`config.mk`:
```
export PLATFORM = sky130hd
export DESIGN_NAME = sha1_message_hasher
export DESIGN_NICKNAME = d
export VERILOG_FILES = /design/src/sha1mh_pkg.sv /design/src/sha1mh_datapath.sv /design/src/sha1mh_ctrl.sv /design/src/sha1_message_hasher.sv
export VERILOG_INCLUDE_DIRS = /design/src /design/src/src
export SDC_FILE = /design/constraint.sdc
export NUM_CORES = 2
export LEC_CHECK = 0
export ABC_CLOCK_PERIOD_IN_PS = 16900
export BUFFER_PORTS_ARGS = -buffer_cell sky130_fd_sc_hd__buf_2
export CORE_MARGIN = 10
export CORE_UTILIZATION = 65
export CTS_BUF_LIST = sky130_fd_sc_hd__clkbuf_4
export CTS_CLUSTER_DIAMETER = 150
export DETAILED_ROUTE_END_ITERATION = 8
export PLACE_DENSITY = 0.8
export SLEW_MARGIN = 20
export SYNTH_ARGS = -nofsm -noshare
export SYNTH_HDL_FRONTEND = slang
export SYNTH_SLANG_ARGS = --single-unit
export TNS_END_PERCENT = 20
```
`constraint.sdc`:
```
create_clock -name clk -period 16.9 [get_ports clk]
set_input_delay 0.845 -clock clk [delete_from_list [all_inputs] [get_ports clk]]
set_output_delay 0.845 -clock clk [all_outputs]
set_load 0.01 [all_outputs]
```
`src/sha1_message_hasher_defines.svh`:
```
// Assertion macros used by the SHA-1 hasher controller.
`ifndef SHA1_MESSAGE_HASHER_DEFINES_SVH
`define SHA1_MESSAGE_HASHER_DEFINES_SVH

`ifndef ASSERT_OFF

// Property checked at every rising clock edge outside of reset
`define SHA1MH_ASSERT(lbl, clk, rst_n, prop) \
	lbl: assert property (@(posedge clk) disable iff (!rst_n) (prop)) \
		else $error("sha1 hasher: assertion failed");

// Antecedent in one cycle implies consequent in the next
`define SHA1MH_ASSERT_NEXT(lbl, clk, rst_n, ante, cons) \
	lbl: assert property (@(posedge clk) disable iff (!rst_n) (ante) |=> (cons)) \
		else $error("sha1 hasher: assertion failed");

`else

`define SHA1MH_ASSERT(lbl, clk, rst_n, prop)
`define SHA1MH_ASSERT_NEXT(lbl, clk, rst_n, ante, cons)

`endif

`endif

```
`src/sha1mh_pkg.sv`:
```
// Types, constants and round functions of the SHA-1 hasher.
package sha1mh_pkg;

	// Controller states
	typedef enum logic [2:0] {
		ST_IDLE,
		ST_ROUND,
		ST_ADD,
		ST_PAD_ONE,
		ST_PAD_ZERO,
		ST_PAD_LEN,
		ST_DONE
	} state_t;

	// Source of the byte shifted into the block buffer
	typedef enum logic [1:0] {
		BSEL_DATA,
		BSEL_PAD_ONE,
		BSEL_ZERO,
		BSEL_LEN
	} byte_sel_t;

	typedef logic [1:0] round_grp_t;
	typedef logic [6:0] round_cnt_t;

	localparam round_cnt_t ROUND_LAST    = 7'd79;
	localparam round_cnt_t ROUND_GRP_ONE = 7'd20;
	localparam round_cnt_t ROUND_GRP_TWO = 7'd40;
	localparam round_cnt_t ROUND_GRP_THR = 7'd60;

	localparam round_grp_t GRP_CH  = 2'd0;
	localparam round_grp_t GRP_P1  = 2'd1;
	localparam round_grp_t GRP_MAJ = 2'd2;
	localparam round_grp_t GRP_P2  = 2'd3;

	localparam logic [5:0] FILL_LEN_START = 6'd56;
	localparam logic [5:0] FILL_LAST      = 6'd63;
	localparam logic [7:0] PAD_BYTE       = 8'h80;

	// Initial chaining words, word 0 at index 0
	localparam logic [4:0][31:0] H_INIT = {
		32'hC3D2E1F0, 32'h10325476, 32'h98BADCFE, 32'hEFCDAB89, 32'h67452301
	};

	// Controller to datapath
	typedef struct packed {
		logic       shift_en;
		byte_sel_t  byte_sel;
		logic       count_inc;
		logic       load_len;
		logic       load_vars;
		logic       round_en;
		round_grp_t round_grp;
		logic       add_chain;
		logic       finish;
	} cmd_t;

	// Datapath to controller
	typedef struct packed {
		logic fill_last;
		logic fill_len;
		logic out_free;
	} sts_t;

	function automatic logic [31:0] round_k(input round_grp_t grp);
		logic [31:0] k;
		case (grp)
			GRP_CH:  k = 32'h5A827999;
			GRP_P1:  k = 32'h6ED9EBA1;
			GRP_MAJ: k = 32'h8F1BBCDC;
			default: k = 32'hCA62C1D6;
		endcase
		return k;
	endfunction

	function automatic logic [31:0] round_f(input round_grp_t grp, input logic [31:0] b,
			input logic [31:0] c, input logic [31:0] d);
		logic [31:0] f;
		case (grp)
			GRP_CH:  f = (b & c) | (~b & d);
			GRP_MAJ: f = (b & c) | (b & d) | (c & d);
			default: f = b ^ c ^ d;
		endcase
		return f;
	endfunction

endpackage

```
`src/sha1mh_datapath.sv`:
```
// Block buffer, message schedule, round logic, chaining words and digest register.
module sha1mh_datapath import sha1mh_pkg::*; (
	input  logic         clk,
	input  logic         arst_n,
	input  logic [7:0]   data_byte,
	input  cmd_t         cmd,
	output sts_t         sts,
	input  logic         m_tready,
	output logic         m_tvalid,
	output logic [159:0] m_tdata
);

	logic [511:0]      blk_q;
	logic [5:0]        fill_q;
	logic [60:0]       count_q;
	logic [63:0]       len_q;
	logic [4:0][31:0]  var_q;
	logic [4:0][31:0]  chain_q;
	logic [4:0][31:0]  digest_q;
	logic              valid_q;

	logic [7:0]  byte_in;
	logic [31:0] w_t;
	logic [31:0] w_mix;
	logic [31:0] w_new;
	logic [31:0] round_sum;

	// Byte source select
	always_comb begin
		case (cmd.byte_sel)
			BSEL_DATA:    byte_in = data_byte;
			BSEL_PAD_ONE: byte_in = PAD_BYTE;
			BSEL_ZERO:    byte_in = 8'h00;
			BSEL_LEN:     byte_in = len_q[63:56];
			default:      byte_in = 8'h00;
		endcase
	end

	// Schedule taps: w[t], w[t+2], w[t+8], w[t+13] of the sliding window
	assign w_t   = blk_q[511:480];
	assign w_mix = blk_q[511:480] ^ blk_q[447:416] ^ blk_q[255:224] ^ blk_q[95:64];
	assign w_new = {w_mix[30:0], w_mix[31]};

	// One SHA-1 round
	assign round_sum = {var_q[0][26:0], var_q[0][31:27]}
		+ round_f(cmd.round_grp, var_q[1], var_q[2], var_q[3])
		+ var_q[4] + round_k(cmd.round_grp) + w_t;

	// Block buffer as a byte shift line, reused as the schedule window
	always_ff @(posedge clk) begin
		if (cmd.shift_en) begin
			blk_q <= {blk_q[503:0], byte_in};
		end else if (cmd.round_en) begin
			blk_q <= {blk_q[479:0], w_new};
		end
	end

	// Length bytes, most significant first
	always_ff @(posedge clk) begin
		if (cmd.load_len) begin
			len_q <= {count_q, 3'b000};
		end else if (cmd.shift_en && cmd.byte_sel == BSEL_LEN) begin
			len_q <= {len_q[55:0], 8'h00};
		end
	end

	// Working variables a..e
	always_ff @(posedge clk) begin
		if (cmd.load_vars) begin
			var_q <= chain_q;
		end else if (cmd.round_en) begin
			var_q[4] <= var_q[3];
			var_q[3] <= var_q[2];
			var_q[2] <= {var_q[1][1:0], var_q[1][31:2]};
			var_q[1] <= var_q[0];
			var_q[0] <= round_sum;
		end
	end

	// Fill, byte count and chaining words
	always_ff @(posedge clk or negedge arst_n) begin
		if (!arst_n) begin
			fill_q  <= '0;
			count_q <= '0;
			chain_q <= H_INIT;
		end else begin
			if (cmd.shift_en) begin
				fill_q <= fill_q + 6'd1;
			end
			if (cmd.finish) begin
				count_q <= '0;
				chain_q <= H_INIT;
			end else begin
				if (cmd.count_inc) begin
					count_q <= count_q + 61'd1;
				end
				if (cmd.add_chain) begin
					for (int i = 0; i < 5; i++) begin
						chain_q[i] <= chain_q[i] + var_q[i];
					end
				end
			end
		end
	end

	// Digest output register
	always_ff @(posedge clk) begin
		if (cmd.finish) begin
			digest_q <= chain_q;
		end
	end

	always_ff @(posedge clk or negedge arst_n) begin
		if (!arst_n) begin
			valid_q <= 1'b0;
		end else if (cmd.finish) begin
			valid_q <= 1'b1;
		end else if (m_tready) begin
			valid_q <= 1'b0;
		end
	end

	assign sts.fill_last = (fill_q == FILL_LAST);
	assign sts.fill_len  = (fill_q == FILL_LEN_START);
	assign sts.out_free  = !valid_q || m_tready;

	assign m_tvalid = valid_q;
	assign m_tdata  = digest_q;

endmodule

```
`src/sha1mh_ctrl.sv`:
```
// Controller: byte intake, padding sequence and compression round counter.
`include "sha1_message_hasher_defines.svh"

module sha1mh_ctrl import sha1mh_pkg::*; (
	input  logic clk,
	input  logic arst_n,
	input  logic s_tvalid,
	input  logic s_tuser,
	input  logic s_tlast,
	output logic s_tready,
	input  sts_t sts,
	output cmd_t cmd
);

	state_t     state_q, state_d;
	state_t     ret_q, ret_d;
	round_cnt_t rnd_q;

	// State and return-state registers
	always_ff @(posedge clk or negedge arst_n) begin
		if (!arst_n) begin
			state_q <= ST_IDLE;
			ret_q   <= ST_IDLE;
		end else begin
			state_q <= state_d;
			ret_q   <= ret_d;
		end
	end

	// Round counter
	always_ff @(posedge clk or negedge arst_n) begin
		if (!arst_n) begin
			rnd_q <= '0;
		end else if (cmd.load_vars) begin
			rnd_q <= '0;
		end else if (cmd.round_en) begin
			rnd_q <= rnd_q + 7'd1;
		end
	end

	// Next state and commands
	always_comb begin
		state_d       = state_q;
		ret_d         = ret_q;
		s_tready      = 1'b0;
		cmd           = '0;
		cmd.byte_sel  = BSEL_DATA;
		if (rnd_q < ROUND_GRP_ONE) begin
			cmd.round_grp = GRP_CH;
		end else if (rnd_q < ROUND_GRP_TWO) begin
			cmd.round_grp = GRP_P1;
		end else if (rnd_q < ROUND_GRP_THR) begin
			cmd.round_grp = GRP_MAJ;
		end else begin
			cmd.round_grp = GRP_P2;
		end

		case (state_q)
			ST_IDLE: begin
				s_tready = 1'b1;
				if (s_tvalid) begin
					if (s_tuser) begin
						cmd.shift_en  = 1'b1;
						cmd.count_inc = 1'b1;
					end
					if (s_tuser && sts.fill_last) begin
						cmd.load_vars = 1'b1;
						state_d       = ST_ROUND;
						ret_d         = s_tlast ? ST_PAD_ONE : ST_IDLE;
					end else if (s_tlast) begin
						state_d = ST_PAD_ONE;
					end
				end
			end
			ST_ROUND: begin
				cmd.round_en = 1'b1;
				if (rnd_q == ROUND_LAST) begin
					state_d = ST_ADD;
				end
			end
			ST_ADD: begin
				cmd.add_chain = 1'b1;
				state_d       = ret_q;
			end
			ST_PAD_ONE: begin
				cmd.shift_en = 1'b1;
				cmd.byte_sel = BSEL_PAD_ONE;
				cmd.load_len = 1'b1;
				state_d      = ST_PAD_ZERO;
				if (sts.fill_last) begin
					cmd.load_vars = 1'b1;
					state_d       = ST_ROUND;
					ret_d         = ST_PAD_ZERO;
				end
			end
			ST_PAD_ZERO: begin
				if (sts.fill_len) begin
					state_d = ST_PAD_LEN;
				end else begin
					cmd.shift_en = 1'b1;
					cmd.byte_sel = BSEL_ZERO;
					if (sts.fill_last) begin
						cmd.load_vars = 1'b1;
						state_d       = ST_ROUND;
						ret_d         = ST_PAD_ZERO;
					end
				end
			end
			ST_PAD_LEN: begin
				cmd.shift_en = 1'b1;
				cmd.byte_sel = BSEL_LEN;
				if (sts.fill_last) begin
					cmd.load_vars = 1'b1;
					state_d       = ST_ROUND;
					ret_d         = ST_DONE;
				end
			end
			ST_DONE: begin
				if (sts.out_free) begin
					cmd.finish = 1'b1;
					state_d    = ST_IDLE;
				end
			end
			default: begin
				state_d = ST_IDLE;
			end
		endcase
	end

	// Checks
	`SHA1MH_ASSERT(a_rnd_range, clk, arst_n, (state_q != ST_ROUND) || (rnd_q <= ROUND_LAST))
	`SHA1MH_ASSERT_NEXT(a_last_round_add, clk, arst_n,
		(state_q == ST_ROUND) && (rnd_q == ROUND_LAST), state_q == ST_ADD)
	`SHA1MH_ASSERT_NEXT(a_full_block_compress, clk, arst_n,
		(state_q == ST_IDLE) && s_tvalid && s_tuser && sts.fill_last,
		(state_q == ST_ROUND) && (rnd_q == '0))

endmodule

```
`src/sha1_message_hasher.sv`:
```
// SHA-1 message hasher: top level joining controller and datapath.
//
// Input stream: one message byte per transaction on s_tdata, s_tuser set when the
// byte belongs to the message, s_tlast marking the final transaction of a message.
// A transaction with s_tuser low and s_tlast high ends a message without a byte.
// Output stream: one 160-bit digest transaction per message on m_tdata.
// Throughput: a byte is taken every cycle while the 64-byte block fills; each
// full block then runs the shared round unit for 80 rounds and then the chaining
// add, with s_tready low throughout. After the last transaction come the 0x80
// byte, zero bytes until 56 bytes are pending, a pause step, the bit length as
// eight bytes, the compression and the digest load; with 56 or more bytes
// pending, an extra block is compressed on the way.
// The digest sits in an output register: intake of the next message goes on
// while it waits; a stalled receiver only holds the finish step of the next one.
// Reset loads the standard initial chaining words and clears the byte count,
// the fill count and m_tvalid; no clearing pass is needed.
module sha1_message_hasher import sha1mh_pkg::*; (
	input  logic         clk,
	input  logic         arst_n,
	input  logic         s_tvalid,
	output logic         s_tready,
	input  logic [7:0]   s_tdata,   // [7:0] data_byte
	input  logic         s_tuser,   // [0] has_data
	input  logic         s_tlast,   // end_of_message
	output logic         m_tvalid,
	input  logic         m_tready,
	output logic [159:0] m_tdata    // digest_word_0 [31:0] .. digest_word_4 [159:128]
);

	cmd_t cmd;
	sts_t sts;

	// Sequencer
	sha1mh_ctrl u_ctrl (
		.clk      (clk),
		.arst_n   (arst_n),
		.s_tvalid (s_tvalid),
		.s_tuser  (s_tuser),
		.s_tlast  (s_tlast),
		.s_tready (s_tready),
		.sts      (sts),
		.cmd      (cmd)
	);

	// Buffer, rounds and digest register
	sha1mh_datapath u_datapath (
		.clk       (clk),
		.arst_n    (arst_n),
		.data_byte (s_tdata),
		.cmd       (cmd),
		.sts       (sts),
		.m_tready  (m_tready),
		.m_tvalid  (m_tvalid),
		.m_tdata   (m_tdata)
	);

endmodule
```
==> run summary <==
Final TNS setup = 0 ns
Clock root cell = clkbuf_4
Top_reg_cell synth = edfxtp_1
Initial antenna violation count = 6
Detailed Routing Iterations Pass 1 = 6
Mean Syn Cell Area = 10.1 um^2
Register area = 32900 um^2
Top cell type's share of synthesized area = 0.452
# fillers = 6588
Post-Route WL = 145 mm
Post-layout net count = 6505
# DRC = 0
Clk sinks = 1134
Effective utilization at floorplan = 0.657
Slowest-stage cell, CP = o41ai_1
Synth cell types = 79
H-tree level count = 5
I/O pins = 176
Asr flop ratio synth = 0.213
Vias per cell = 5.78
Hold crit path type = in2reg
Total clock buffers created by CTS = 304
Status = completed
Full die area = 104000 um^2
Core Rows = 110
Die height = 322 um
Measured slew at the worst slew-check pin = 1.13 ns
Crit-path leading delay family = compound AO/OA/AOI/OAI gates
CORE AREA = 90300 um^2
Post-synthesis cell count = 5886
Final Hold Violating Endpoints = 0
Fin crit period = 7.79 ns
Syn nets = 6226
Drt wl/cell = 19.3 um
Share of the yosys chip area belonging to registers = 0.555
Critical path capture point type = flop
Vias in the first global route = 42805
Number of synthesized flops with an enable pin = 893
Critical path class = reg2reg
Area grow syn2layout = 9.57%
Worst slew margin = 0.248
Critical path data arrival time = 8.72 ns
GRT overflow = 0
Largest net degree at the start of global routing = 212
Highest clock rate = 128 MHz
Synthesized cell area = 59300 um^2
Synthesized flop and latch total = 1134
Die Wd = 322 um
Final Cycle Share = 0.461
Top cells by area, synth = edfxtp_1 45%, nand2_1 14%, dfrtp_1 6.8%
Final setup violation count = 0
Fraction of layout cells with a size suffix above 1 = 0.131
Multi-input gate area = 24700 um^2
Max incr delay on CP = 0.56 ns
Violation count after the first detailed-routing iteration = 4456
Most frequent cell after synthesis = nand2_1
ANT nets after route = 0
CP Buf/Inv Count = 6
Post-CTS Setup Inserts = 0
Hold Buf Count CTS = 4
PostCTS Resize Cnt = 0
Hpwl dp = 99.6 mm
Max Transition Viols Final = 0
Yosys warns = 0
Nature of the critical path startpoint = flop
MaxCap Viol Count = 0
Post-Route Skew = 0.110 ns
Synth area leader = edfxtp_1
Commonest cells post-synth = 2142 x nand2_1, 893 x edfxtp_1, 290 x o21ai_0
RSZ-0062 raised after global routing = no
RePlAce Congestion = 0.962
IO buf count = 175
Clock Path Buffers = 4
Final hold slack = 0.0952 ns
First-pass GRT wire length = 228 mm
Clk Latency, worst-skew pair = 1.23 ns
Total track usage = 0.279
WP data required = 17.83 ns
R2r setup slk = 9.11 ns
Vias = 43680
Reg clk slew, reported paths = 0.07 ns
TritonCTS clock tree = yes
Critical Path Fanout Max = 56
## routing by layer
metal / up-vias / routed length, um / share of wire / track usage
met3: 380 / 11100 / 0.077 / 0.0512
li1: 20757 / - / - / -
met5: - / 13 / 0.000089 / 0
met4: 2 / 6460 / 0.044 / 0.146
met1: 20914 / 59300 / 0.41 / 0.365
met2: 1627 / 68500 / 0.47 / 0.442
## registers in the layout (all words and copies together) (netlist names)
signal,count
u_datapath.fill_q,6
u_datapath.var_q,160
u_datapath.chain_q,160
u_datapath.len_q,61
u_datapath.m_tvalid,1
u_ctrl.ret_q,3
u_ctrl.rnd_q,7
u_datapath.count_q,61
u_datapath.blk_q,512
u_ctrl.state_q,3
u_datapath.m_tdata,160
## layout make-up
type                    instances  share of cell area
flip-flops and latches       1134               0.507
multi-input cells            4280               0.380
clock buffers                 453              0.0523
well taps                    1176              0.0226
repair buffers                218              0.0196
inverters                     227              0.0132
clock inverters                53             0.00512
diodes                         12            0.000462
## through the flow
stage | util | cell area [um^2] | cells | setup slack [ns]
3_3_place_gp | 0.678 | 61200 | 7031 | 9.38
3_5_place_dp | 0.678 | 61200 | 7031 | 9.21
2_1_floorplan | - | 59300 | 5886 | 2.03
6_report | 0.720 | 65000 | 7553 | 9.11
4_1_cts | 0.720 | 65000 | 7541 | 9.21
5_1_grt | 0.720 | 65000 | 7546 | 8.45
## path summary, 6_finish.rpt
| kind | start | cells after the start | endpoint |
|---|---|---|---|
| max | u_ctrl.rnd_q[5] | 26 | u_datapath.var_q[31] |
| min | s_tdata[3] | 3 | u_datapath.blk_q[3] |
| max reg2reg | u_ctrl.rnd_q[5] | 26 | u_datapath.var_q[31] |
| min reg2reg | u_datapath.len_q[55] | 2 | u_datapath.len_q[63] |
| max in group asynchronous | arst_n | 4 | u_datapath.count_q[58] |
| min in group asynchronous | arst_n | 2 | u_datapath.chain_q[99] |
## tightest hold or removal path, delay by kind of cell
family	cells	cell delay (ns)
compound gates	2	0.29
buf+inv	1	0.08
## placed cells by master (no fill, tap or decap), drive strengths merged, types with 84 or more instances in the layout
cell type,netlist,routed
edfxtp,893,893
inv,226,235
xnor2,195,195
a21o,87,87
dfrtp,161,161
a21oi,253,253
buf,10,214
fa,125,125
nand3,84,84
clkbuf,235,453
o21ai,293,293
xor2,116,116
ha,201,201
nand2,2142,2142
nor2,237,237
## logic make-up (layout without fill, tap and decap cells)
logic type / count (synthesis) / count (layout) / synth area share
mux: 43 / 43 / 0.00793
flops: 1134 / 1134 / 0.555
simple gates: 2719 / 2719 / 0.186
fa+ha+maj: 327 / 327 / 0.0847
xor+xnor: 311 / 311 / 0.0459
buf+inv: 472 / 951 / 0.0299
compound gates: 880 / 880 / 0.0906
other cells: 0 / 12 / 0
Power is left out: the tool's default activity adds up to more than one toggle a clock period on the data nets, which glitch-free logic cannot reach.
